[config.mk]
export PLATFORM = sky130hd
export DESIGN_NAME = keyed_entry_table_with_expiry_core
export DESIGN_NICKNAME = d
export VERILOG_FILES = /design/src/hw/rtl/ket_pkg.sv /design/src/hw/rtl/keyed_entry_table_with_expiry_core.sv /design/src/hw/rtl/ket_mem.sv /design/src/hw/rtl/ket_ctrl.sv
export SDC_FILE = /design/constraint.sdc
export NUM_CORES = 2
export LEC_CHECK = 0
export BUFFER_PORTS_ARGS = -buffer_cell sky130_fd_sc_hd__buf_2
export CAP_MARGIN = 20
export CORE_ASPECT_RATIO = 1.1
export CORE_MARGIN = 2
export CORE_UTILIZATION = 40
export DETAILED_ROUTE_END_ITERATION = 6
export GPL_ROUTABILITY_DRIVEN = 0
export MAX_ROUTING_LAYER = met4
export SLEW_MARGIN = 25
export SYNTH_ARGS = -nofsm -noshare
export SYNTH_HDL_FRONTEND = slang
export SYNTH_SLANG_ARGS = --single-unit
export TNS_END_PERCENT = 10
[constraint.sdc]
create_clock -name clock -period 6.95 [get_ports clock]
set_input_delay 1.39 -clock clock [delete_from_list [all_inputs] [get_ports clock]]
set_output_delay 1.39 -clock clock [all_outputs]
set_load 0.02 [all_outputs]
[src/hw/rtl/ket_pkg.sv]
// Shared types and constants of the keyed entry table with expiry core.
// No dependencies; imported by every module of the block.
package ket_pkg;

   localparam int TABLE_DEPTH_DEF = 32;

   localparam logic [31:0] LIFETIME_RESET = 32'd1000;
   localparam logic [31:0] MIN_LIFETIME   = 32'd1;

   localparam logic [1:0] REQ_ADD      = 2'd0;
   localparam logic [1:0] REQ_TICK     = 2'd1;
   localparam logic [1:0] REQ_CLEAR    = 2'd2;
   localparam logic [1:0] REQ_RESERVED = 2'd3;

   localparam logic [2:0] KIND_INSERTED = 3'd0;
   localparam logic [2:0] KIND_REPLACED = 3'd1;
   localparam logic [2:0] KIND_DROPPED  = 3'd2;
   localparam logic [2:0] KIND_EXPIRED  = 3'd3;
   localparam logic [2:0] KIND_DONE     = 3'd4;

   typedef struct packed {
      logic [1:0]  req_type;
      logic [31:0] source_id;
      logic [31:0] entry_key;
      logic [31:0] now_ms;
   } ket_req_type;

   typedef struct packed {
      logic [2:0]  result_kind;
      logic [31:0] out_source_id;
      logic [31:0] out_key;
      logic        last;
   } ket_rsp_type;

   typedef struct packed {
      logic [31:0] owner;
      logic [31:0] key;
      logic [31:0] created;
   } ket_entry_type;

endpackage

[src/hw/rtl/keyed_entry_table_with_expiry_core.sv]
// Top level of the keyed entry table with expiry: sequencer plus entry memory.
// Depends on ket_pkg, ket_ctrl and ket_mem.
//
// Request timing: an item is taken when start is high and busy is low. Add and
// tick walk the entry memory through its single read port, one slot per cycle.
// An add ends at the first valid slot whose key matches; an add that misses or
// is dropped ends after the last slot; a tick ends with a flush state after it.
// Clear and unknown request kinds leave busy low. Every result is shown on
// rsp_item for exactly one cycle with rsp_valid high and must be taken then;
// the last result of a request appears in the same cycle as busy falls (for clear,
// in the cycle after the request), and expired items of a tick arrive in slot
// order during the sweep. The lifetime may be written whenever no request is open.
module keyed_entry_table_with_expiry_core
   import ket_pkg::*;
#(
   parameter int TABLE_DEPTH = TABLE_DEPTH_DEF
) (
   input  logic        clock,
   input  logic        reset,
   input  logic        start,
   output logic        busy,
   input  ket_req_type req_item,
   output logic        rsp_valid,
   output ket_rsp_type rsp_item,
   input  logic        csr_we,
   input  logic [31:0] csr_wdata
);

   localparam int IDX_W = (TABLE_DEPTH > 1) ? $clog2(TABLE_DEPTH) : 1;

   logic             mem_wr_en;
   logic [IDX_W-1:0] mem_wr_addr;
   ket_entry_type    mem_wr_data;
   logic [IDX_W-1:0] mem_rd_addr;
   ket_entry_type    mem_rd_data;

   ket_ctrl #(
      .DEPTH (TABLE_DEPTH),
      .IDX_W (IDX_W)
   ) u_ctrl (
      .clock       (clock),
      .reset       (reset),
      .start       (start),
      .busy        (busy),
      .req_item    (req_item),
      .rsp_valid   (rsp_valid),
      .rsp_item    (rsp_item),
      .csr_we      (csr_we),
      .csr_wdata   (csr_wdata),
      .mem_wr_en   (mem_wr_en),
      .mem_wr_addr (mem_wr_addr),
      .mem_wr_data (mem_wr_data),
      .mem_rd_addr (mem_rd_addr),
      .mem_rd_data (mem_rd_data)
   );

   ket_mem #(
      .DEPTH (TABLE_DEPTH),
      .IDX_W (IDX_W)
   ) u_mem (
      .clock   (clock),
      .wr_en   (mem_wr_en),
      .wr_addr (mem_wr_addr),
      .wr_data (mem_wr_data),
      .rd_addr (mem_rd_addr),
      .rd_data (mem_rd_data)
   );

endmodule

[src/hw/rtl/ket_mem.sv]
// Entry memory: owner, key and creation time per slot.
// One write port, one read port with registered data; uses ket_pkg.
module ket_mem
   import ket_pkg::*;
#(
   parameter int DEPTH = TABLE_DEPTH_DEF,
   parameter int IDX_W = (DEPTH > 1) ? $clog2(DEPTH) : 1
) (
   input  logic             clock,
   input  logic             wr_en,
   input  logic [IDX_W-1:0] wr_addr,
   input  ket_entry_type    wr_data,
   input  logic [IDX_W-1:0] rd_addr,
   output ket_entry_type    rd_data
);

   ket_entry_type mem [DEPTH];
   ket_entry_type rd_data_ff;

   always_ff @(posedge clock) begin
      if (wr_en) begin
         mem[wr_addr] <= wr_data;
      end
      rd_data_ff <= mem[rd_addr];
   end

   assign rd_data = rd_data_ff;

endmodule

[src/hw/rtl/ket_ctrl.sv]
// Request sequencer: sweeps the entry memory one slot per cycle for add and tick,
// holds valid bits, lifetime and the result register; uses ket_pkg.
module ket_ctrl
   import ket_pkg::*;
#(
   parameter int DEPTH = TABLE_DEPTH_DEF,
   parameter int IDX_W = (DEPTH > 1) ? $clog2(DEPTH) : 1
) (
   input  logic             clock,
   input  logic             reset,
   input  logic             start,
   output logic             busy,
   input  ket_req_type      req_item,
   output logic             rsp_valid,
   output ket_rsp_type      rsp_item,
   input  logic             csr_we,
   input  logic [31:0]      csr_wdata,
   output logic             mem_wr_en,
   output logic [IDX_W-1:0] mem_wr_addr,
   output ket_entry_type    mem_wr_data,
   output logic [IDX_W-1:0] mem_rd_addr,
   input  ket_entry_type    mem_rd_data
);

   typedef enum logic [1:0] {ST_IDLE, ST_SCAN, ST_FLUSH} state_type;

   localparam logic [IDX_W-1:0] LAST_IDX = IDX_W'(DEPTH - 1);

   state_type        state_ff, state_in;
   ket_req_type      req_ff, req_in;
   logic [IDX_W-1:0] addr_ff, addr_in;
   logic             issue_done_ff, issue_done_in;
   logic             chk_vld_ff, chk_vld_in;
   logic [IDX_W-1:0] chk_idx_ff, chk_idx_in;
   logic [IDX_W-1:0] free_ff, free_in;
   logic             free_vld_ff, free_vld_in;
   ket_rsp_type      pend_ff, pend_in;
   logic             pend_vld_ff, pend_vld_in;
   logic [DEPTH-1:0] valid_ff, valid_in;
   logic [31:0]      lifetime_ff, lifetime_in;
   logic             rsp_valid_ff, rsp_valid_in;
   ket_rsp_type      rsp_ff, rsp_in;

   logic        cur_valid;
   logic        chk_last;
   logic        hit;
   logic [31:0] age;
   logic        expired;

   assign cur_valid = valid_ff[chk_idx_ff];
   assign chk_last  = (chk_idx_ff == LAST_IDX);
   assign hit       = cur_valid && (mem_rd_data.key == req_ff.entry_key);
   assign age       = req_ff.now_ms - mem_rd_data.created;
   assign expired   = cur_valid && !age[31] && (age >= lifetime_ff);

   assign mem_wr_data.owner   = req_ff.source_id;
   assign mem_wr_data.key     = req_ff.entry_key;
   assign mem_wr_data.created = req_ff.now_ms;
   assign mem_rd_addr         = addr_ff;

   always_comb begin
      state_in      = state_ff;
      req_in        = req_ff;
      addr_in       = addr_ff;
      issue_done_in = issue_done_ff;
      chk_vld_in    = 1'b0;
      chk_idx_in    = chk_idx_ff;
      free_in       = free_ff;
      free_vld_in   = free_vld_ff;
      pend_in       = pend_ff;
      pend_vld_in   = pend_vld_ff;
      valid_in      = valid_ff;
      lifetime_in   = lifetime_ff;
      rsp_valid_in  = 1'b0;
      rsp_in        = rsp_ff;
      mem_wr_en     = 1'b0;
      mem_wr_addr   = chk_idx_ff;

      if (csr_we) begin
         lifetime_in = (csr_wdata < MIN_LIFETIME) ? MIN_LIFETIME : csr_wdata;
      end

      case (state_ff)
         ST_IDLE: begin
            if (start) begin
               req_in        = req_item;
               addr_in       = '0;
               issue_done_in = 1'b0;
               free_vld_in   = 1'b0;
               pend_vld_in   = 1'b0;
               case (req_item.req_type)
                  REQ_ADD, REQ_TICK: begin
                     state_in = ST_SCAN;
                  end
                  REQ_CLEAR: begin
                     valid_in     = '0;
                     rsp_valid_in = 1'b1;
                     rsp_in       = '{KIND_DONE, 32'd0, 32'd0, 1'b1};
                  end
                  default: begin
                     rsp_valid_in = 1'b1;
                     rsp_in       = '{KIND_DONE, 32'd0, 32'd0, 1'b1};
                  end
               endcase
            end
         end
         ST_SCAN: begin
            // issue next read
            if (!issue_done_ff) begin
               chk_vld_in = 1'b1;
               chk_idx_in = addr_ff;
               addr_in    = IDX_W'(addr_ff + 1'b1);
               if (addr_ff == LAST_IDX) begin
                  issue_done_in = 1'b1;
               end
            end
            // check slot read last cycle
            if (chk_vld_ff) begin
               if (req_ff.req_type == REQ_ADD) begin
                  if (hit) begin
                     mem_wr_en    = 1'b1;
                     mem_wr_addr  = chk_idx_ff;
                     rsp_valid_in = 1'b1;
                     rsp_in       = '{KIND_REPLACED, req_ff.source_id, req_ff.entry_key, 1'b1};
                     state_in     = ST_IDLE;
                  end else begin
                     if (!cur_valid && !free_vld_ff) begin
                        free_in     = chk_idx_ff;
                        free_vld_in = 1'b1;
                     end
                     if (chk_last) begin
                        rsp_valid_in = 1'b1;
                        state_in     = ST_IDLE;
                        if (free_vld_in) begin
                           mem_wr_en         = 1'b1;
                           mem_wr_addr       = free_in;
                           valid_in[free_in] = 1'b1;
                           rsp_in = '{KIND_INSERTED, req_ff.source_id, req_ff.entry_key, 1'b1};
                        end else begin
                           rsp_in = '{KIND_DROPPED, req_ff.source_id, req_ff.entry_key, 1'b1};
                        end
                     end
                  end
               end else begin
                  // tick: hold one expired item back so the final one can carry last
                  if (expired) begin
                     valid_in[chk_idx_ff] = 1'b0;
                     if (pend_vld_ff) begin
                        rsp_valid_in = 1'b1;
                        rsp_in       = pend_ff;
                     end
                     pend_in     = '{KIND_EXPIRED, mem_rd_data.owner, mem_rd_data.key, 1'b0};
                     pend_vld_in = 1'b1;
                  end
                  if (chk_last) begin
                     state_in = ST_FLUSH;
                  end
               end
            end
         end
         ST_FLUSH: begin
            rsp_valid_in = 1'b1;
            state_in     = ST_IDLE;
            if (pend_vld_ff) begin
               rsp_in      = pend_ff;
               rsp_in.last = 1'b1;
            end else begin
               rsp_in = '{KIND_DONE, 32'd0, 32'd0, 1'b1};
            end
         end
         default: begin
            state_in = ST_IDLE;
         end
      endcase
   end

   always_ff @(posedge clock) begin
      if (reset) begin
         state_ff      <= ST_IDLE;
         addr_ff       <= '0;
         issue_done_ff <= 1'b0;
         chk_vld_ff    <= 1'b0;
         free_vld_ff   <= 1'b0;
         pend_vld_ff   <= 1'b0;
         valid_ff      <= '0;
         lifetime_ff   <= LIFETIME_RESET;
         rsp_valid_ff  <= 1'b0;
      end else begin
         state_ff      <= state_in;
         addr_ff       <= addr_in;
         issue_done_ff <= issue_done_in;
         chk_vld_ff    <= chk_vld_in;
         free_vld_ff   <= free_vld_in;
         pend_vld_ff   <= pend_vld_in;
         valid_ff      <= valid_in;
         lifetime_ff   <= lifetime_in;
         rsp_valid_ff  <= rsp_valid_in;
      end
      req_ff     <= req_in;
      chk_idx_ff <= chk_idx_in;
      free_ff    <= free_in;
      pend_ff    <= pend_in;
      rsp_ff     <= rsp_in;
   end

   assign busy      = (state_ff != ST_IDLE);
   assign rsp_valid = rsp_valid_ff;
   assign rsp_item  = rsp_ff;

endmodule

After elaboration in Yosys (flattened, before gate mapping)

Memories as Yosys holds them, arrays and structs flattened. A register that Yosys moved wholly into a read port is not among the register bits.
Index checks and enable logic that the tools add are counted.
W data, S select, Z words.

Bits in registers: 316
Bits in writable memories: 3072
Input bits: 134
Word-level logic and storage cells: 174
Memories: 1

$add $sub $neg: 2
Order comparisons: 6
Equality and inequality tests: 25
Muxes and demuxes: 84
Bitwise gates (word level): 7
Reductions and logical operators: 28

Memories:

| memory    | words | width | read ports | clocked after Yosys merged registers in | write ports | line          | source |
|---|---|---|---|---|---|---|---|
| u_mem.mem | 32    | 96    | 1          | 1                                       | 1           | ket_mem.sv:17 | `ket_entry_type mem [DEPTH];` |

Operators with widths:

| cell                  | number |
|---|---|
| $mux W68              | 9 |
| $mux W32              | 9 |
| $pmux W68 S3          | 1 |
| $mux W67              | 1 |
| $mux W5               | 13 |
| $pmux W32 S2          | 1 |
| $mux W1               | 34 |
| $and A32 B32 Y32      | 1 |
| $eq A32 B32 Y1        | 1 |
| $ge A32 B32 Y1        | 1 |
| $lt A32 B1 Y1 const B | 1 |
| $not A32 Y32          | 1 |
| $or A32 B32 Y32       | 1 |
| $sub A32 B32 Y32      | 1 |
| $reduce_and A5 Y1     | 3 |
| $mux W2               | 7 |
| $ne A2 B2 Y1 const B  | 7 |
| $lt A5 B6 Y1 const B  | 2 |
| $ne A3 B1 Y1 const B  | 4 |
| $demux W1 S5          | 2 |
| $eq A5 B5 Y1 const B  | 2 |
| $ge A5 B1 Y1 const B  | 2 |
| $pmux W5 S2           | 1 |
| $reduce_and A4 Y1     | 2 |
| other kinds (22)      | 45 |

Logic depth before layout (Yosys ltp)

Word-level depth: 20
Gate-level depth with buffers: 23

Modules after synthesis

From an unflattened synthesis, not the netlist that was laid out.

Cell total of the unflattened synthesis: 6997
Area, all modules: 134297.6 sq um

By module, submodules not included:

| module   | instances | cells an instance | area each (sq um) | seq. area each (sq um) |
|---|---|---|---|---|
| ket_mem  | 1         | 5604              | 118492.4          | 94170.3 |
| ket_ctrl | 1         | 1393              | 15805.2           | 8728.4 |

Worst setup path before layout

OpenSTA, ideal clock, no wires.

Path type: register to register
Start point: register u_ctrl.req_ff (netlist bit u_ctrl.mem_wr_data[0])
End point: register u_ctrl.pend_vld_ff
Library setup time: 0.078 ns
Arrival: 7.385 ns
Required time: 6.872 ns
Path slack: -0.513 ns
Stages on the path, launching flop included: 24
Path buffers: 0
Period minus slack after synthesis: 7.463 ns
Cells stage by stage: edfxtp_1 inv_1 ha_1 inv_1 fa_1 a21oi_1 o21ai_0 nand4_1 a21boi_0 a31oi_1 o211ai_1 a31o_2 a21oi_1 xnor2_1 ha_1 nand4_1 or3_1 nand4b_1 a21oi_1 or4_1 o211ai_2 nor2_1 o21ai_0 a21oi_1

Cells in the longest elaborated chain, start to end: 6
Elaborated cells between the ends (all ways): 7
Classes of those cells: 1 x add/sub; 1 x order compare; 1 x eq/ne; 4 x reduce/logical

Ends and longest elaborated chain:

| item                                                                   | line            | source |
|---|---|---|
| from (decl)                                                            | ket_ctrl.sv:30  | `ket_req_type req_ff, req_in;` |
| from (signal assigned)                                                 | ket_ctrl.sv:199 | `req_ff <= req_in;` |
| $sub A32 B32 Y32 (*)                                                   | ket_ctrl.sv:53  | `assign age = req_ff.now_ms - mem_rd_data.created;` |
| parallel branches: the longest is 2 deep, another holds $ge A32 B32 Y1 | -               |  |
| $logic_and A1 B1 Y1 (*)                                                | ket_ctrl.sv:54  | `assign expired = cur_valid && !age[31] && (age >= lifetime_ff);` |
| $ne A2 B1 Y1 (no line) (*)                                             | -               |  |
| $reduce_and A5 Y1 (no line) (*)                                        | -               |  |
| to (signal assigned)                                                   | ket_ctrl.sv:194 | `pend_vld_ff <= pend_vld_in;` |
| to (decl)                                                              | ket_ctrl.sv:38  | `logic pend_vld_ff, pend_vld_in;` |

Mark *: on every way between the ends.
A chain may end at the register's enable or synchronous reset.

Worst setup path in the final report

Start point: register u_ctrl.req_ff (netlist bit u_ctrl.mem_wr_data[12])
End point: register u_ctrl.pend_ff[24] (netlist name) (enable)

Cells in the longest elaborated chain, start to end: 5
Elaborated cells between the ends (all ways): 6
Classes of those cells: 1 x add/sub; 1 x order compare; 4 x reduce/logical

Ends and longest elaborated chain:

| item                                                                   | line            | source |
|---|---|---|
| $sub A32 B32 Y32 (*)                                                   | ket_ctrl.sv:53  |  |
| parallel branches: the longest is 2 deep, another holds $ge A32 B32 Y1 | -               |  |
| $logic_and A1 B1 Y1 (*)                                                | ket_ctrl.sv:54  |  |
| $reduce_and A4 Y1 (no line) (*)                                        | -               |  |
| to (signal assigned)                                                   | ket_ctrl.sv:202 | `pend_ff <= pend_in;` |
| to (decl)                                                              | ket_ctrl.sv:37  | `ket_rsp_type pend_ff, pend_in;` |

Marked as above.

==> metrics.yaml <==
status: "complete, but fails checks"
failed_checks: "DRC"
wl_um: 347000
fmax_ghz: 0.162
tns_ps: 0
cellPowerDensity_nw_per_um2: 314
path_clk_slew_ps: 60
yosysWarnings: 0
netlist_area_um2: 133000
layout-drive-gt1-share: 0.313
cts.sinks: 3484
setup_viol: 0
crit_family: "compound AO/OA/AOI/OAI gates"
critPathMaxFanout: 33
clk_path_buf_depth: 4
cpPeakStageDelay_ps: 970
synth_cell_types: 71
grt.total_usage: 0.209
crit_chain: "ha_1, a21oi_1, o211ai_1, a31o_2, a31oi_1, o211ai_1, a31o_2, a21oi_1, xnor2_1, ha_1, nand4_1, or3_1, nand4b_1, a21oi_1, or4_1, o211ai_2, nor2_4, buf_4"
die_y_um: 609
ys_ff_latch: 3484
min_to: "u_ctrl.pend_ff[57]"
rrSetupSlack_ps: 790
row_count: 222
min-delay-start: "u_mem.rd_data[88]"
synthToLayoutAreaGrowth_pct: 15.2
async_reset_ff_frac: 0
grt_max_degree: 137
seq_area_frac_synth: 0.773
max-cap-violations: 0
grt_pass1_wl_um: 490000
die_x_um: 554
drtIter0Drc: 7552
worst-path-buf-inv: 1
arrival_ps: 6720
hold_viol_final: 0
fin_ws_ps: 793
synth.net_count: 5987
reg2reg_to: "u_ctrl.pend_ff[24]"
rsz0062_at_grt: "false"
max_slew_margin: 0.218
fp.coreArea_um2: 332000
tritoncts: "done"
slowest_stage: "edfxtp_1"
cts_max_level: 5
root_buffer: "clkbuf_16"
fin_crit_sh: 0.886
start_kind: "flop"
fin_cells: 11000
wire_per_inst_um: 31.7
first_global_vias: 63800
crit_top_cell: "a21oi_1"
num_vias: 63400
synth_top_flop_cell: "edfxtp_1"
io_pins: 204
dp.cells: 10300
syn_avg_cell_area_um2: 23.0
netlist_instances: 5783
drc: 1
hpwlAfterDp_um: 176000
cts_resized: 0
port_buffers: 203
crit_required_ps: 7510
fin_crit_ps: 6160
rr_startpoint: "u_ctrl.mem_wr_data[12]"
via_per_inst: 5.78
clock_skew_ps: 37.3
firstDrtPassIters: 7
crit_path_end_kind: "flop"
globalRouteOverflowTotal: 0
initial_core_util: 0.401
place_ws_ps: 878
numCtsBuffers: 354
ant_nets: 0
drv_slew: 0
synth_edf_count: 3312
worstHoldPathType: "flop to flop"
cts_setup_buffers: 0
antenna_found_initial: 16
final_util: 0.462
finalNetCount: 6480
ctsHoldBuffers: 0
worst_slew_pin_slew_ps: 1160
clk_latency_ps: 940
fillers: 27100
power.leakage_nw: 46.8
min_path_cells: 0
peakVddDrop_v: 0.000197
dieArea_um2: 337000
critPathKind: "flop to flop"
reg2reg_depth: 18
worst max-delay path by stage:
stage                     slack [ps]                    from            endpoint  cells past startpoint
after floorplan                 -100  u_ctrl.mem_wr_data[60]     u_mem.mem[9][0]                     10
after global placement           970   u_ctrl.mem_wr_data[9]  u_ctrl.pend_ff[25]                     20
after detailed placement         880  u_ctrl.mem_wr_data[12]  u_ctrl.pend_ff[25]                     18
after CTS                        870  u_ctrl.mem_wr_data[12]  u_ctrl.pend_ff[40]                     18
after global routing             420  u_ctrl.mem_wr_data[12]  u_ctrl.pend_ff[25]                     18
final                            790  u_ctrl.mem_wr_data[12]  u_ctrl.pend_ff[24]                     18
stage by stage:
stage | hold WS [ps] | power, mW | cell area, um2
floorplan | 386 | 27.6 | 133000
global placement | 387 | 29.2 | 141000
detailed placement | 390 | 29.3 | 141000
CTS | 396 | 48.4 | 153000
global route | 406 | 49.6 | 153000
finish | 397 | 48.1 | 153000
registers in the layout, indices dropped and copies added (netlist names):
name and cells:
u_mem.mem 3072, u_mem.rd_data 96, u_ctrl.pend_vld_ff 1, u_ctrl.free_vld_ff 1
u_ctrl.rsp_valid 1, u_ctrl.issue_done_ff 1, u_ctrl.chk_idx_ff 5, u_ctrl.valid_ff 32
u_ctrl.chk_vld_ff 1, u_ctrl.req_ff 2, u_ctrl.lifetime_ff 32, u_ctrl.free_ff 5
u_ctrl.rsp_item 68, u_ctrl.state_ff 2, u_ctrl.mem_rd_addr 5, u_ctrl.pend_ff 64
u_ctrl.mem_wr_data 96
Yosys cell counts (41+ instances only):
master / n / area share
a22oi_1: 65 / 0.0037
nor2_1: 113 / 0.0032
nand2_1: 64 / 0.0018
nor2b_1: 72 / 0.0034
mux2_2: 99 / 0.0084
clkbuf_1: 222 / 0.0063
xor2_1: 47 / 0.0031
inv_1: 85 / 0.0024
mux4_2: 960 / 0.16
mux2i_1: 45 / 0.0034
dfxtp_1: 172 / 0.026
ha_1: 69 / 0.0065
edfxtp_1: 3312 / 0.75
a21oi_1: 80 / 0.0030
o211ai_1: 41 / 0.0023
buf_1: 56 / 0.0016
cells in the final DEF, fill, tap and decap left out, types with 75 or more instances in the layout:
master     instances
nor2_1            80
buf_4            110
a21oi_1           79
buf_2            203
edfxtp_1        3312
inv_1             84
buf_12            75
clkbuf_16        366
clkbuf_1          78
mux4_2           960
mux2_2            99
dfxtp_1          167
kinds of logic (layout without fill, tap and decap cells):
| kind of cell | after synthesis | in the layout | synth area share |
|---|---|---|---|
| compound gates | 344 | 344 | 0.0180 |
| xor+xnor | 60 | 60 | 0.00395 |
| fa+ha+maj | 70 | 70 | 0.00664 |
| buf+inv | 375 | 1167 | 0.0108 |
| flops | 3484 | 3484 | 0.773 |
| mux | 1104 | 1104 | 0.174 |
| other cells | 0 | 10 | 0 |
| simple gates | 346 | 346 | 0.0129 |
power by group:
part / total, mW / internal [mW] / switching, mW / leakage, nW
sequential: 24.4 / 24.0 / 0.383 / 31.3
combinational: 4.56 / 1.73 / 2.83 / 9.82
clock: 19.2 / 11.2 / 8.00 / 5.68
total: 48.1 / 36.9 / 11.2 / 46.8
layout make-up:
cell class                      instances  area (um2)  share of cell area
Sequential cell                      3484      103000               0.671
Multi-Input combinational cell       1924       29000               0.189
Clock buffer                          461        9690              0.0632
Tap cell                             4368        5470              0.0357
Timing Repair Buffer                  426        3910              0.0255
Clock inverter                        194        1960              0.0128
Inverter                               86         332             0.00216
Antenna cell                           10        25.0            0.000163
metal layers:
| metal | share of wire | GRT usage | up-vias |
|---|---|---|---|
| li1 | - | - | 25600 |
| met5 | 0 | - | - |
| met3 | 0.074 | 0.0317 | 451 |
| met1 | 0.42 | 0.293 | 34600 |
| met2 | 0.48 | 0.324 | 2737 |
| met4 | 0.020 | 0.0474 | 0 |
(Power assumes the default switching activity.)
